[src/rtl/lrbs_pkg.sv]
// ----------------------------------------------------------------------------
// lrbs_pkg: shared types and constants for the link reconnect sequencer
// Beat layouts, action codes, register indexes and reset values.
// ----------------------------------------------------------------------------
package lrbs_pkg;

    // Action codes carried in each result beat
    typedef enum logic [2:0] {
        ACT_NONE       = 3'd0,
        ACT_ATTEMPT    = 3'd1,
        ACT_COOL_START = 3'd2,
        ACT_COOL_END   = 3'd3,
        ACT_GAINED     = 3'd4,
        ACT_LOST       = 3'd5
    } action_t;

    // Configuration register indexes
    typedef enum logic [1:0] {
        CFG_ATTEMPTS = 2'd0,
        CFG_TIMEOUT  = 2'd1,
        CFG_FLOOR    = 2'd2,
        CFG_CEILING  = 2'd3
    } cfg_idx_t;

    localparam int unsigned CFG_DATA_W = 22;
    localparam int unsigned COOL_W     = 22;
    localparam int unsigned TIMEOUT_W  = 20;
    localparam int unsigned ATTEMPT_W  = 4;

    localparam logic [ATTEMPT_W-1:0] ATTEMPTS_RST = 4'd3;
    localparam logic [TIMEOUT_W-1:0] TIMEOUT_RST  = 20'd20000;
    localparam logic [COOL_W-1:0]    FLOOR_RST    = 22'd60000;
    localparam logic [COOL_W-1:0]    CEILING_RST  = 22'd900000;

    localparam logic [31:0] LINK_LOST_DELAY_MS = 32'd5000;
    localparam logic [31:0] RESTART_DELAY_MS   = 32'd1000;

    // One poll tick
    typedef struct packed {
        logic [31:0] now_ms;
        logic        link_up;
        logic [3:0]  network_count;
        logic        restart_request;
    } tick_t;

    // One action record
    typedef struct packed {
        action_t            action;
        logic [2:0]         network_index;
        logic [3:0]         attempt_number;
        logic [COOL_W-1:0]  cooldown_used_ms;
    } result_t;

endpackage

[src/rtl/link_reconnect_backoff_sequencer.sv]
// ----------------------------------------------------------------------------
// link_reconnect_backoff_sequencer: reconnect retries with escalating cooldown
// Two registers (tick register, then result register); one tick per cycle while
// act_ready lets the result register drain. State updates between the two registers.
// Async active-low reset: config to defaults, sequence idle, cooldown = floor.
// ----------------------------------------------------------------------------
module link_reconnect_backoff_sequencer #(
    parameter int unsigned MAX_NETWORKS = 8
) (
    input  logic                           clk,
    input  logic                           rst_n,
    // poll ticks
    input  logic                           tick_valid,
    output logic                           tick_ready,
    input  lrbs_pkg::tick_t                tick,
    // action records
    output logic                           act_valid,
    input  logic                           act_ready,
    output lrbs_pkg::result_t              act,
    // configuration writes
    input  logic                           cfg_valid,
    output logic                           cfg_ready,
    input  lrbs_pkg::cfg_idx_t             cfg_index,
    input  logic [lrbs_pkg::CFG_DATA_W-1:0] cfg_data
);
    import lrbs_pkg::*;

    // try index must hold MAX_NETWORKS itself for the one-past-end check
    localparam int unsigned IDX_W = $clog2(MAX_NETWORKS + 1);
    // common width for comparing the index against the saved count
    localparam int unsigned CMP_W = IDX_W + 4;

    // ---------------------------------------------------------------------
    // Configuration registers. Writes must only arrive while idle (not enforced
    // by this block); they are always taken.
    // ---------------------------------------------------------------------
    logic [ATTEMPT_W-1:0] attempts_reg;
    logic [TIMEOUT_W-1:0] timeout_reg;
    logic [COOL_W-1:0]    floor_reg;
    logic [COOL_W-1:0]    ceiling_reg;

    assign cfg_ready = 1'b1;

    always_ff @(posedge clk or negedge rst_n)
    begin
        if (!rst_n)
        begin
            attempts_reg <= ATTEMPTS_RST;
            timeout_reg  <= TIMEOUT_RST;
            floor_reg    <= FLOOR_RST;
            ceiling_reg  <= CEILING_RST;
        end
        else if (cfg_valid)
        begin
            case (cfg_index)
                CFG_ATTEMPTS: attempts_reg <= cfg_data[ATTEMPT_W-1:0];
                CFG_TIMEOUT:  timeout_reg  <= cfg_data[TIMEOUT_W-1:0];
                CFG_FLOOR:    floor_reg    <= cfg_data[COOL_W-1:0];
                CFG_CEILING:  ceiling_reg  <= cfg_data[COOL_W-1:0];
                default:      attempts_reg <= attempts_reg;
            endcase
        end
    end

    // ---------------------------------------------------------------------
    // Two-register pipe: tick register -> state update -> result register.
    // The state is written on the same edge that loads the result, so the
    // next tick in the tick register always sees fully updated state.
    // ---------------------------------------------------------------------
    logic    in_full_reg;
    tick_t   in_data_reg;
    logic    out_full_reg;
    result_t out_data_reg;
    logic    advance;

    assign advance    = in_full_reg && (!out_full_reg || act_ready);
    assign tick_ready = !in_full_reg || advance;
    assign act_valid  = out_full_reg;
    assign act        = out_data_reg;

    // sequencer state
    logic                 was_linked_reg,   was_linked_next;
    logic [IDX_W-1:0]     try_index_reg,    try_index_next;
    logic [ATTEMPT_W-1:0] try_count_reg,    try_count_next;
    logic [31:0]          next_time_reg,    next_time_next;
    logic                 cooling_reg,      cooling_next;
    logic [31:0]          cool_until_reg,   cool_until_next;
    logic [COOL_W-1:0]    cool_len_reg,     cool_len_next;

    result_t              result_next;

    // ---------------------------------------------------------------------
    // Per-tick step. Order: restart request, link edges, then the retry
    // sequence while the link is down. At most one action per tick.
    // ---------------------------------------------------------------------
    always_comb
    begin
        logic [ATTEMPT_W-1:0] limit;
        logic [CMP_W-1:0]     count_ext;
        logic [CMP_W-1:0]     max_ext;
        logic [CMP_W-1:0]     count_c;
        logic [COOL_W:0]      doubled;
        logic [31:0]          idx_wide;
        logic                 up;
        logic [31:0]          now;
        action_t              act_code;
        logic [COOL_W-1:0]    used;

        was_linked_next = was_linked_reg;
        try_index_next  = try_index_reg;
        try_count_next  = try_count_reg;
        next_time_next  = next_time_reg;
        cooling_next    = cooling_reg;
        cool_until_next = cool_until_reg;
        cool_len_next   = cool_len_reg;
        act_code        = ACT_NONE;
        used            = '0;

        up  = in_data_reg.link_up;
        now = in_data_reg.now_ms;

        // zero attempts counts as one
        limit = (attempts_reg == '0) ? ATTEMPT_W'(1) : attempts_reg;

        // oversize counts clamp to the table size
        count_ext = CMP_W'(in_data_reg.network_count);
        max_ext   = CMP_W'(MAX_NETWORKS);
        count_c   = (count_ext > max_ext) ? max_ext : count_ext;

        doubled = {cool_len_reg, 1'b0};

        if (in_data_reg.restart_request && !up)
        begin
            try_index_next = '0;
            try_count_next = '0;
            cooling_next   = 1'b0;
            next_time_next = now + RESTART_DELAY_MS;
        end

        if (up && !was_linked_reg)
        begin
            was_linked_next = 1'b1;
            try_index_next  = '0;
            try_count_next  = '0;
            cooling_next    = 1'b0;
            cool_len_next   = floor_reg;
            act_code        = ACT_GAINED;
        end

        if (!up && was_linked_reg)
        begin
            was_linked_next = 1'b0;
            try_index_next  = '0;
            try_count_next  = '0;
            cooling_next    = 1'b0;
            next_time_next  = now + LINK_LOST_DELAY_MS;
            act_code        = ACT_LOST;
        end

        if (!up && (count_c != '0))
        begin
            if (cooling_next)
            begin
                if (now >= cool_until_reg)
                begin
                    cooling_next   = 1'b0;
                    try_index_next = '0;
                    try_count_next = '0;
                    next_time_next = now;
                    act_code       = ACT_COOL_END;
                end
            end
            else if (now >= next_time_next)
            begin
                if (try_count_next >= limit)
                begin
                    try_index_next = try_index_next + IDX_W'(1);
                    try_count_next = '0;
                end
                // stale or exhausted index: whole round failed
                if (CMP_W'(try_index_next) >= count_c)
                begin
                    cooling_next    = 1'b1;
                    cool_until_next = now + 32'(cool_len_reg);
                    try_index_next  = '0;
                    try_count_next  = '0;
                    used            = cool_len_reg;
                    cool_len_next   = (doubled < (COOL_W+1)'(ceiling_reg))
                                      ? doubled[COOL_W-1:0] : ceiling_reg;
                    act_code        = ACT_COOL_START;
                end
                else
                begin
                    try_count_next = try_count_next + ATTEMPT_W'(1);
                    next_time_next = now + 32'(timeout_reg);
                    act_code       = ACT_ATTEMPT;
                end
            end
        end

        idx_wide = 32'(try_index_next);

        result_next.action           = act_code;
        result_next.network_index    = idx_wide[2:0];
        result_next.attempt_number   = try_count_next;
        result_next.cooldown_used_ms = used;
    end

    // control and state registers
    always_ff @(posedge clk or negedge rst_n)
    begin
        if (!rst_n)
        begin
            in_full_reg    <= 1'b0;
            out_full_reg   <= 1'b0;
            was_linked_reg <= 1'b0;
            try_index_reg  <= '0;
            try_count_reg  <= '0;
            next_time_reg  <= '0;
            cooling_reg    <= 1'b0;
            cool_until_reg <= '0;
            cool_len_reg   <= FLOOR_RST;
        end
        else
        begin
            if (tick_valid && tick_ready)
            begin
                in_full_reg <= 1'b1;
            end
            else if (advance)
            begin
                in_full_reg <= 1'b0;
            end

            if (advance)
            begin
                out_full_reg <= 1'b1;
            end
            else if (act_ready)
            begin
                out_full_reg <= 1'b0;
            end

            if (advance)
            begin
                was_linked_reg <= was_linked_next;
                try_index_reg  <= try_index_next;
                try_count_reg  <= try_count_next;
                next_time_reg  <= next_time_next;
                cooling_reg    <= cooling_next;
                cool_until_reg <= cool_until_next;
                cool_len_reg   <= cool_len_next;
            end
        end
    end

    // payload registers, no reset
    always_ff @(posedge clk)
    begin
        if (tick_valid && tick_ready)
        begin
            in_data_reg <= tick;
        end
        if (advance)
        begin
            out_data_reg <= result_next;
        end
    end

endmodule
[config.mk]
export PLATFORM = sky130hd
export DESIGN_NAME = link_reconnect_backoff_sequencer
export DESIGN_NICKNAME = d
export VERILOG_FILES = /design/src/rtl/lrbs_pkg.sv /design/src/rtl/link_reconnect_backoff_sequencer.sv
export SDC_FILE = /design/constraint.sdc
export NUM_CORES = 1
export LEC_CHECK = 0
export BUFFER_PORTS_ARGS = -buffer_cell sky130_fd_sc_hd__buf_2
export CAP_MARGIN = 10
export CORE_MARGIN = 5
export CORE_UTILIZATION = 62
export DETAILED_ROUTE_END_ITERATION = 7
export PLACE_DENSITY_LB_ADDON = 0.1
export SYNTH_ARGS = -nofsm -noshare
export SYNTH_HDL_FRONTEND = slang
export SYNTH_SLANG_ARGS = --single-unit
[constraint.sdc]
create_clock -name clk -period 5.3 [get_ports clk]
set_input_delay 0.265 -clock clk [delete_from_list [all_inputs] [get_ports clk]]
set_output_delay 0.265 -clock clk [all_outputs]
set_load 0.01 [all_outputs]
# Yosys cells after proc, flatten, opt, wreduce, memory -nomap -nowiden
# Index checks and enable logic that the tools add are counted.
# word_totals
register_bits	236
inputBits	67
output_inout_bits	35
wordCells	125
# op_classes
addsub	6
magnitude_cmp	6
eq_ne	3
muxes	60
bitwise_logic	4
n_reduce_logical	25
# ops
cell	n
2-to-1 mux 32 bit	7
2-to-1 mux 22 bit	6
2-to-1 mux 4 bit	26
>= comparator 32 bit	2
adder 32 x 10 -> 32 bit (second input constant)	1
adder 32 x 13 -> 32 bit (second input constant)	1
adder 32 x 20 -> 32 bit	1
adder 32 x 22 -> 32 bit	1
less-than comparator 23 x 22 -> 1 bit	1
2-to-1 mux 3 bit	6
2-to-1 mux 1 bit	14
AND reduction 2 bit	5
adder 4 x 1 -> 4 bit (second input constant)	2
>= comparator 4 bit	2
nonzero test 8 bit	1
logical AND 1 bit	6
nonzero test 2 bit	3
AND reduction 5 bit	1
== test 2 bit (second input constant)	2
greater-than comparator 4 bit (second input constant)	1
zero test 1 bit	4
zero test 4 bit	1
NOT 1 bit	4
OR reduction 4 bit	1
other kinds (4)	5

# Longest topological paths before layout
# Gate-level depths: netlist (run 1).
# logic_depth
ltp_word	15
ltp_mapped	24
mapped_depth_nobuf	21

# Least setup slack after synthesis (run 1)
# Ideal clock, no wire load.
# synth_timing
kind	register -> register
from	reg in_data_reg[5] (netlist name)
to	reg next_time_reg[26]
setup_time_ps	65
t_arrival_ps	4348
required_time_ps	5235
path_slack_ps	887
stages_incl_launch_ff	22
path_buffers	2
period_less_slack_ps	4413
path_cell_list	edfxtp_1 ha_1 nor3_2 nand2_1 ha_1 nand2b_1 a21o_1 a21o_1 a21o_1 clkbuf_1 xnor2_1 ha_1 nand2b_1 a21oi_1 o21ai_1 a31oi_1 a21oi_1 or2_1 buf_2 or3_1 o311ai_1 o22a_1
# synth_between
elab_chain_cells	15
elab_cells_between_ends	29
cone_classes	1 x add/sub; 3 x order compare; 20 x mux; 5 x reduce/logical
# synth_lines
item	line	rtl
start: declaration	link_reconnect_backoff_sequencer.sv:71	tick_t in_data_reg;
start signal: assignment	link_reconnect_backoff_sequencer.sv:262	in_data_reg <= tick;
zero test 1 bit	link_reconnect_backoff_sequencer.sv:132, link_reconnect_backoff_sequencer.sv:150, link_reconnect_backoff_sequencer.sv:160	
logical AND 1 bit	link_reconnect_backoff_sequencer.sv:132	if (in_data_reg.restart_request && !up)
2-to-1 mux 4 bit	link_reconnect_backoff_sequencer.sv:132	
2-to-1 mux 4 bit	link_reconnect_backoff_sequencer.sv:140	if (up && !was_linked_reg)
2-to-1 mux 4 bit	link_reconnect_backoff_sequencer.sv:150	if (!up && was_linked_reg)
adder 4 x 1 -> 4 bit / >= comparator 4 bit (equally long branches)	link_reconnect_backoff_sequencer.sv:177, link_reconnect_backoff_sequencer.sv:175	
2-to-1 mux 4 bit	link_reconnect_backoff_sequencer.sv:175	if (try_count_next >= limit)
2-to-1 mux 4 bit	link_reconnect_backoff_sequencer.sv:173	else if (now >= next_time_next)
2-to-1 mux 4 bit	link_reconnect_backoff_sequencer.sv:162	if (cooling_next)
2-to-1 mux 4 bit	link_reconnect_backoff_sequencer.sv:160	if (!up && (count_c != '0))
>= comparator 4 bit	link_reconnect_backoff_sequencer.sv:181	if (CMP_W'(try_index_next) >= count_c)
2-to-1 mux 32 bit	link_reconnect_backoff_sequencer.sv:181	
2-to-1 mux 32 bit	link_reconnect_backoff_sequencer.sv:173	
2-to-1 mux 32 bit	link_reconnect_backoff_sequencer.sv:162	
2-to-1 mux 32 bit *	link_reconnect_backoff_sequencer.sv:160	
end signal: assignment	link_reconnect_backoff_sequencer.sv:249	next_time_reg <= next_time_next;
end: declaration	link_reconnect_backoff_sequencer.sv:85	logic [31:0] next_time_reg, next_time_next;
# Every way passes the cells marked *; elsewhere a longest branch is shown, timed or not. The select of a mux whose other input is x is not followed.
# A chain may end at the register's enable or synchronous reset.

# Final worst setup path (run 1)
# layout_timing
from	reg in_data_reg[5] (netlist name)
to	reg next_time_reg[28]
# Same word-level chain as after synthesis.

==> results of run 1 <==
routing by layer:
layer	vias up	track usage [%]
li1	6476	-
met1	6802	43.2
met2	671	56.0
met3	162	4.89
met4	0	16.3
met5	-	0
metrics by stage:
stage	hold slack, ns	utilization, %	setup WS (ns)	total power [mW]
2_1_floorplan	-0.0306	-	0.887	5.30
3_5_place_dp	0.291	67.0	0.296	6.38
4_1_cts	0.00221	73.0	0.277	8.35
3_3_place_gp	0.287	67.0	0.405	6.27
5_1_grt	0.0157	73.1	0.0644	8.96
6_report	0.0122	73.1	0.316	8.41
worst min path at each step:
stage                 start                  to  slack, ns  cells past startpoint
6_report       cfg_data[12]       floor_reg[12]       0.01                      2
5_1_grt        cfg_data[12]     ceiling_reg[12]       0.02                      2
4_1_cts           act_ready           act_valid      0.002                      3
3_5_place_dp          rst_n  cool_until_reg[29]       0.29                      1
3_3_place_gp          rst_n  cool_until_reg[29]       0.29                      1
2_1_floorplan         rst_n           act_valid      -0.03                      0
cells by family (layout without fill, tap and decap cells):
family / after synthesis / in the layout / share of synthesized area [%]
AOI/OAI and AO/OA: 487 / 487 / 19.8
xor gates and xnor gates: 77 / 77 / 4.27
other: 1 / 1 / 0.0238
and+or+nand+nor: 466 / 466 / 14.0
DFF: 236 / 236 / 39.9
buffers and inverters: 170 / 360 / 4.23
adders and majority gates: 142 / 142 / 11.4
muxes: 94 / 94 / 6.51
what timing repair did:
item | CTS | global route
buffers inserted | 0 | 4
hold buffers | 60 | 0
setup endpoints to repair | 0 | 4
hold endpoints to repair | 135 | 0
resized for setup | 0 | 1
synth_stat cells (25+ instances only):
library cell | n | area [µm²]
mux2_2 | 68 | 766
o32ai_1 | 26 | 228
nor2_1 | 109 | 409
mux2i_1 | 25 | 250
and2_1 | 31 | 194
a21o_1 | 27 | 203
nand2_1 | 169 | 634
ha_1 | 140 | 1750
o21ai_1 | 50 | 250
xor2_1 | 37 | 324
nand3_1 | 32 | 160
inv_1 | 85 | 319
dfrtp_1 | 134 | 3350
clkbuf_1 | 55 | 206
a21oi_1 | 137 | 686
dfstp_2 | 32 | 841
edfxtp_1 | 70 | 2100
o21ai_0 | 87 | 435
xnor2_1 | 40 | 350
critical path: stages, from the launching register on:
cell and delay, ns:
edfxtp_1 0.44, ha_1 0.32, nor3_2 0.30, nand2_1 0.14, ha_1 0.30, nand2b_1 0.13, a21o_1 0.17, a21o_1 0.19
a21o_1 0.25, nand4_1 0.12, xor2_1 0.14, nor2_1 0.07, ha_1 0.30, nand2_1 0.05, o21ai_1 0.41, nor2_1 0.11
a21oi_2 0.30, or2_1 0.33, buf_4 0.26, nor2_1 0.09, a221oi_1 0.27, a31oi_1 0.11
layout make-up:
| cell class | instances | area (µm²) | share of cell area (%) |
|---|---|---|---|
| Inverter | 86 | 323 | 1.76 |
| Timing Repair Buffer | 224 | 1600 | 8.71 |
| Sequential cell | 236 | 6300 | 34.3 |
| Tap cell | 330 | 413 | 2.25 |
| Clock inverter | 18 | 174 | 0.947 |
| Multi-Input combinational cell | 1267 | 8830 | 48.1 |
| Clock buffer | 32 | 726 | 3.95 |
power groups by stage:
stage	registers [mW]	clock network, mW	logic [mW]
global route	2.89	2.01	4.06
finish	2.84	1.91	3.66
detailed placement	2.86	0	3.53
floorplan	2.69	0	2.61
global placement	2.84	0	3.43
CTS	2.83	1.92	3.60
layout by cell type (no fill, tap or decap), drive strengths merged, types with 37 or more instances in the layout:
master	count
nand2	169
buf	164
ha	140
a21oi	138
o21ai	138
dfrtp	134
nor2	110
inv	89
edfxtp	70
mux2	69
dlygate4sd3	60
xnor2	40
xor2	37
==> flow_summary.json, run 1 <==
{
  "gp_congestion": 0.925,
  "grt_pass1_wl_mm": 76.2,
  "status": "finished clean",
  "cp.arrival_ns": 5.38,
  "cts-root-buf": "clkbuf_16",
  "yosys_warnings": 0,
  "crit_path_start": "in_data_reg[5]",
  "max_cap_viol_count": 0,
  "cts_tree": "done",
  "place_hpwl_mm": 35.2,
  "via_count": 14100,
  "m1WireLength_mm": 19.5,
  "synth_cells": 1673,
  "synthesis.nets": 1882,
  "first_pass_iters": 8,
  "nNetsFinal": 2051,
  "stdcell_count": 2193,
  "num_rows": 58,
  "viasPerCell": 6.43,
  "ir_drop_mv": 0.344,
  "wl_mm": 49.1,
  "worstHoldPathType": "input port to flop",
  "syn2layout_area_growth_pct": 16.4,
  "htreeDepth": 1,
  "synth_ff_type": "dfrtp_1",
  "avgSynthCellArea_um2": 9.43,
  "finalCritPeriodShare_pct": 94.0,
  "path_clk_slew_ns": 0.07,
  "synth_edf_count": 70,
  "synth_seq_cells": 236,
  "largest_register_ffs": 38,
  "start_util_pct": 62.8,
  "combPwrFrac_pct": 43.5,
  "r2r_start": "in_data_reg[5]",
  "ff2ff_path_depth": 21,
  "io_buffers": 100,
  "postRouteAntennaNets": 0,
  "switching_share_pct": 40.1,
  "finalMaxSlewViolations": 0,
  "hold_viol": 0,
  "p_switching_mw": 3.37,
  "wl_met2_mm": 23.4,
  "critPathCapture": "next_time_reg[28]",
  "p_int_mw": 5.04,
  "timing.fmax_mhz": 201,
  "critPathMaxFanout": 9,
  "netlist_area_mm2": 0.0158,
  "route.detailed.drc": 0,
  "coreArea_mm2": 0.0251,
  "ys_types": 81,
  "r2r_slack_ns": 0.32,
  "fin_setup_tns_ns": 0,
  "antenna_cells": 0,
  "grt_pass1_vias": 13800,
  "yosysSeqAreaShare_pct": 39.9,
  "clock_path_buffers": 3,
  "cts.sinks": 236,
  "final_cell_area_mm2": 0.0184,
  "met3_length_mm": 3.60,
  "wl_per_cell_um": 22.4,
  "clkPwrFrac_pct": 22.7,
  "grt_max_degree": 60,
  "setup_viol_count_final": 0,
  "track_usage_pct": 33.6,
  "min_period_ns": 4.98,
  "required_ns": 5.69,
  "cellPowerDensity_mw_per_mm2": 458,
  "placed_cell_area_mm2": 0.0168,
  "rsz0062_at_grt": "no",
  "leakage_nw": 7.89,
  "dieWidth_um": 170,
  "slew_headroom_pct": 28.4,
  "n_fill_cell": 1924,
  "io_pins": 102,
  "worstSetupEndpointType": "flop",
  "dp.cells": 2079,
  "r2r-end": "next_time_reg[28]",
  "startpoint_type": "flop",
  "critical_path_class": "flop to flop",
  "async_reset_ff_share_pct": 70.3,
  "final_layout_size_suffix_gt1_share_pct": 17.7,
  "skew_ns": 0.00929,
  "pwr-share-seq_pct": 33.8,
  "grt-ovfl-total": 0,
  "antenna_found_initial": 0,
  "first_iter_violations": 1263,
  "die_y_um": 170,
  "tightest_slew_ns": 1.07,
  "clock_latency_ns": 0.57,
  "die_area_mm2": 0.0287,
  "cts_made_buffers": 27,
  "highest_layer": "met4"
}
Note: power is estimated with default switching activity, not from simulation.
==> run 2: changes to the inputs <==
--- a/config.mk
+++ b/config.mk
@@ -8,7 +8,8 @@
 export BUFFER_PORTS_ARGS = -buffer_cell sky130_fd_sc_hd__buf_2
 export CAP_MARGIN = 10
 export CORE_MARGIN = 5
-export CORE_UTILIZATION = 62
+export CORE_UTILIZATION = 61
+export CTS_BUF_LIST = sky130_fd_sc_hd__clkbuf_4 sky130_fd_sc_hd__clkbuf_8
 export DETAILED_ROUTE_END_ITERATION = 7
 export PLACE_DENSITY_LB_ADDON = 0.1
 export SYNTH_ARGS = -nofsm -noshare
==> flow_summary.json, run 2 (synthesis results as in run 1) <==
{
  "status": "finished clean",
  "final_cell_area_mm2": 0.0183,
  "hold_ws_ns": 0.0208,
  "wl_mm": 48.2,
  "io_buffers": 100,
  "grt-ovfl-total": 0,
  "place_hpwl_mm": 34.5,
  "route.detailed.drc": 0,
  "cp.arrival_ns": 5.35,
  "final_layout_size_suffix_gt1_share_pct": 18.2,
  "wl_per_cell_um": 21.9,
  "cts.sinks": 236,
  "cts-root-buf": "clkbuf_8",
  "cts_tree": "done",
  "first_pass_iters": 6,
  "antenna_found_initial": 0,
  "postRouteAntennaNets": 0,
  "viasPerCell": 6.34,
  "cts_made_buffers": 42,
  "die_area_mm2": 0.0292,
  "worstHoldPathType": "input port to flop",
  "worstSetupEndpointType": "flop",
  "start_util_pct": 62.3,
  "grt_max_degree": 71,
  "dp.cells": 2073,
  "via_count": 14000,
  "syn2layout_area_growth_pct": 15.9,
  "slew_headroom_pct": 24.0,
  "skew_ns": 0.0266,
  "max_cap_viol_count": 0,
  "num_rows": 58,
  "largest_register_ffs": 38,
  "dieWidth_um": 171,
  "path_clk_slew_ns": 0.06,
  "dp_slack_ns": 0.456,
  "hold_path_depth": 2,
  "crit_family": "compound AO/OA/AOI/OAI gates",
  "path_buf_inv": 2,
  "ir_drop_mv": 0.395,
  "tightest_slew_ns": 1.14,
  "clock_path_buffers": 3,
  "track_usage_pct": 32.8,
  "fin_setup_tns_ns": 0,
  "final_util_pct": 72.2,
  "cts_setup_buffers": 0,
  "rsz0062_at_grt": "no",
  "crit_chain": "ha_1 -> nor3_2 -> nand2_1 -> ha_1 -> nand2b_1 -> a21o_1 -> a21o_1 -> a21o_1 -> nand4_1 -> xor2_1 -> nor2_1 -> ha_1 -> nand2_1 -> o21ai_1 -> buf_4 -> a31oi_1 -> a21oi_1 -> or2_1 -> buf_4 -> nor2_1 -> a221oi_1 -> a31oi_1",
  "timing.fmax_mhz": 201,
  "setup_viol_count_final": 0,
  "gp_congestion": 0.949,
  "hold_viol": 0,
  "required_ns": 5.69,
  "critical_path_class": "flop to flop",
  "nNetsFinal": 2053,
  "stdcell_count": 2205,
  "slowest_delay_ns": 0.43,
  "ff2ff_path_depth": 22,
  "leakage_nw": 7.86,
  "cellPowerDensity_mw_per_mm2": 452,
  "placed_cell_area_mm2": 0.0168,
  "critPathMaxFanout": 12,
  "setup_slack_ns": 0.337,
  "antenna_cells": 0,
  "htreeDepth": 2,
  "slowest_stage": "edfxtp_1",
  "first_iter_violations": 1395,
  "finalCritPeriodShare_pct": 93.6,
  "mostFrequentLayoutCell": "nand2_1",
  "clock_latency_ns": 0.56,
  "min_period_ns": 4.96,
  "io_pins": 102,
  "finalMaxSlewViolations": 0,
  "die_y_um": 171,
  "grt_pass1_wl_mm": 75.3,
  "final_cell_mix": "nand2_1 (168), ha_1 (140), a21oi_1 (137)",
  "cp.depth": 22,
  "coreArea_mm2": 0.0253,
  "grt_pass1_vias": 13700,
  "finalPower_mw": 8.27,
  "startpoint_type": "flop"
}
==> run 2: cell count changes in the layout (fill, tap and decap cells not counted), moves of 2 or more <==
cell / before / now
clkbuf_8: 1 / 48
buf_4: 63 / 49
clkbuf_16: 28 / 0
buf_12: 1 / 5
clkbuf_1: 3 / 0
inv_6: 2 / 0
clkinv_1: 3 / 8
clkinv_4: 2 / 0
clkbuf_4: 0 / 8
dlygate4sd3_1: 60 / 57
==> run 2: final timing paths <==
check / start / end / slack, ns
max: in_data_reg[5] / next_time_reg[28] / 0.34
min: cfg_data[10] / floor_reg[10] / 0.02
max reg2reg: in_data_reg[5] / next_time_reg[28] / 0.34
min reg2reg: next_time_reg[2] / next_time_reg[2] / 0.48
max in group asynchronous: rst_n / cool_len_reg[2] / 3.61
min in group asynchronous: rst_n / cool_until_reg[28] / 0.32
==> run 2: cell type report <==
class                   count  area (µm²)
clock buffers              56         721
clock inverters            19         155
fillers                  1927        7050
inverters                  86         323
multi-input cells        1267        8830
flip-flops and latches    236        6300
well taps                 330         413
repair buffers            211        1550
==> run 2: where the power goes <==
group,leakage (nW),total [mW],switching [mW],internal [mW]
logic,4.78,3.66,2.13,1.53
registers,2.62,2.82,0.402,2.42
clock network,0.452,1.79,0.806,0.988
total,7.86,8.27,3.33,4.93
==> run 2: per-layer routing <==
metal / vias up / track usage, % / part of all wire [%]
met5: - / 0 / 0
met4: 0 / 15.6 / 5.0
met3: 143 / 4.71 / 6.6
met2: 646 / 53.7 / 47
met1: 6717 / 43.2 / 42
li1: 6476 / - / -
==> run 2: what timing repair did <==
action / CTS / global route
hold endpoints to repair: 148 / 1
resized for setup: 0 / 0
hold buffers: 56 / 1
==> run 3: changes to the inputs <==
--- a/config.mk
+++ b/config.mk
@@ -11,7 +11,7 @@
 export CORE_UTILIZATION = 61
 export CTS_BUF_LIST = sky130_fd_sc_hd__clkbuf_4 sky130_fd_sc_hd__clkbuf_8
 export DETAILED_ROUTE_END_ITERATION = 7
-export PLACE_DENSITY_LB_ADDON = 0.1
+export PLACE_DENSITY_LB_ADDON = 0.08
 export SYNTH_ARGS = -nofsm -noshare
 export SYNTH_HDL_FRONTEND = slang
 export SYNTH_SLANG_ARGS = --single-unit
==> flow_summary.json, run 3 (synthesis results as in run 1) <==
{
  "status": "finished clean",
  "required_ns": 5.77,
  "antenna_found_initial": 0,
  "cts-root-buf": "clkbuf_8",
  "max_cap_viol_count": 0,
  "route.detailed.drc": 0,
  "place_hpwl_mm": 34.0,
  "io_buffers": 100,
  "p_switching_mw": 3.31,
  "grtUsageMet2_pct": 55.2,
  "io_pins": 102,
  "clkPwrFrac_pct": 23.6,
  "postRouteAntennaNets": 0,
  "gr-usage-met3_pct": 5.15,
  "timing.fmax_mhz": 204,
  "ctsResizeCount": 0,
  "grt_util_met1_pct": 42.3,
  "r2r_start": "in_data_reg[5]",
  "startpoint_type": "flop",
  "crit_path_start": "in_data_reg[5]",
  "grt-ovfl-total": 0,
  "via_count": 14000,
  "placed_cell_area_mm2": 0.0168,
  "busiest_layer": "met2",
  "final_cell_mix": "nand2_1 (168), ha_1 (140), a21oi_1 (137)",
  "viasPerCell": 6.34,
  "r2r-end": "next_time_reg[27]",
  "finalCritPeriodShare_pct": 92.5,
  "start_util_pct": 62.3,
  "gp_congestion": 0.951,
  "num_rows": 58,
  "final_layout_size_suffix_gt1_share_pct": 18.6,
  "final_cell_area_mm2": 0.0184,
  "critical_path_class": "flop to flop",
  "first_iter_violations": 1435,
  "grt_pass1_vias": 13900,
  "path_clk_slew_ns": 0.06,
  "dieWidth_um": 171,
  "wl_mm": 47.8,
  "clock_latency_ns": 0.57,
  "cts_tree": "done",
  "htreeDepth": 2,
  "cellPowerDensity_mw_per_mm2": 457,
  "finalMaxSlewViolations": 0,
  "pwr-share-seq_pct": 33.4,
  "grt_max_degree": 101,
  "p_int_mw": 5.10,
  "fin_setup_tns_ns": 0,
  "slew_headroom_pct": 25.6,
  "setup_viol_count_final": 0,
  "wl_per_cell_um": 21.6,
  "largest_register_ffs": 38,
  "worstHoldPathType": "input port to flop",
  "clock_path_buffers": 3,
  "critPathMaxFanout": 15,
  "cts.sinks": 236,
  "r2r_slack_ns": 0.40,
  "mostFrequentLayoutCell": "nand2_1",
  "syn2layout_area_growth_pct": 16.7,
  "die_y_um": 171,
  "nNetsFinal": 2060,
  "critPathCapture": "next_time_reg[27]",
  "tightest_slew_ns": 1.12,
  "hold_viol": 0,
  "rsz0062_at_grt": "no",
  "track_usage_pct": 32.8,
  "skew_ns": 0.0220,
  "antenna_cells": 0,
  "combPwrFrac_pct": 43.0,
  "ff2ff_path_depth": 22,
  "grt_pass1_wl_mm": 75.7,
  "leakage_nw": 7.93,
  "ir_drop_mv": 0.355,
  "coreArea_mm2": 0.0253,
  "min_period_ns": 4.90,
  "cp.arrival_ns": 5.37,
  "switching_share_pct": 39.4,
  "worstSetupEndpointType": "flop",
  "die_area_mm2": 0.0292,
  "cts_made_buffers": 42,
  "first_pass_iters": 6
}
## run 3: through the flow
| stage | util [%] | setup slack (ns) | std cells | total power, mW | hold slack, ns |
|---|---|---|---|---|---|
| final | 72.7 | 0.396 | 2214 | 8.42 | 0.0538 |
| after global routing | 72.7 | 0.0839 | 2214 | 9.00 | 0.0501 |
| after CTS | 72.7 | 0.458 | 2213 | 8.39 | 0.00797 |
| after detailed placement | 66.5 | 0.503 | 2076 | 6.35 | 0.443 |
| after global placement | 66.5 | 0.601 | 2076 | 6.23 | 0.442 |
| after floorplan | - | 0.887 | 1673 | 5.30 | -0.0306 |
## run 3: critical path, stage by stage, from the launching register on
cell and delay (ns):
edfxtp_1 0.44, ha_1 0.28, nor3_2 0.18, buf_4 0.18, nand2_1 0.10, ha_1 0.29
nand2b_1 0.14, a21o_1 0.18, a21o_1 0.18, a21o_1 0.30, nand4_1 0.16, xor2_1 0.15
nor2_1 0.07, ha_1 0.30, a21oi_1 0.14, o21ai_1 0.22, a31oi_1 0.24, a21oi_1 0.10
nor2_1 0.16, buf_4 0.26, nand2_1 0.21, o32a_1 0.35, a31oi_1 0.18
## run 3: area by class of cell
class                           instances  area (µm²)
Sequential cell                       236        6300
Clock buffer                           61         752
Fill cell                            1887        6910
Tap cell                              330         413
Clock inverter                         16         225
Inverter                               86         323
Timing Repair Buffer                  218        1580
Multi-Input combinational cell       1267        8830
## run 3: worst min path at each step
stage | from | to | cells past startpoint
2_1_floorplan | rst_n | act_valid | 0
3_3_place_gp | tick[25] | in_data_reg[25] | 1
3_5_place_dp | tick[23] | in_data_reg[23] | 1
4_1_cts | cfg_data[10] | floor_reg[10] | 2
5_1_grt | act_ready | act_valid | 3
6_report | act_ready | act_valid | 3
## run 3: timing repair
item / 4_1_cts / 5_1_grt
endpoints found under the setup margin: 0 / 0
hold buffers: 60 / 1
buffers inserted: 0 / 0
hold endpoints to repair: 177 / 3
## run 3: power by group through the flow
stage / Combinational [mW] / Sequential, mW / Clock, mW
floorplan: 2.61 / 2.69 / 0
global placement: 3.42 / 2.82 / 0
detailed placement: 3.52 / 2.83 / 0
CTS: 3.58 / 2.80 / 2.00
global route: 4.03 / 2.86 / 2.10
finish: 3.62 / 2.81 / 1.99
## run 3: routing by layer
| layer | vias to the layer above | routed length [µm] |
|---|---|---|
| met5 | - | 0 |
| met4 | 0 | 2250 |
| met3 | 142 | 3160 |
| met2 | 622 | 23200 |
| met1 | 6772 | 19200 |
| li1 | 6504 | - |
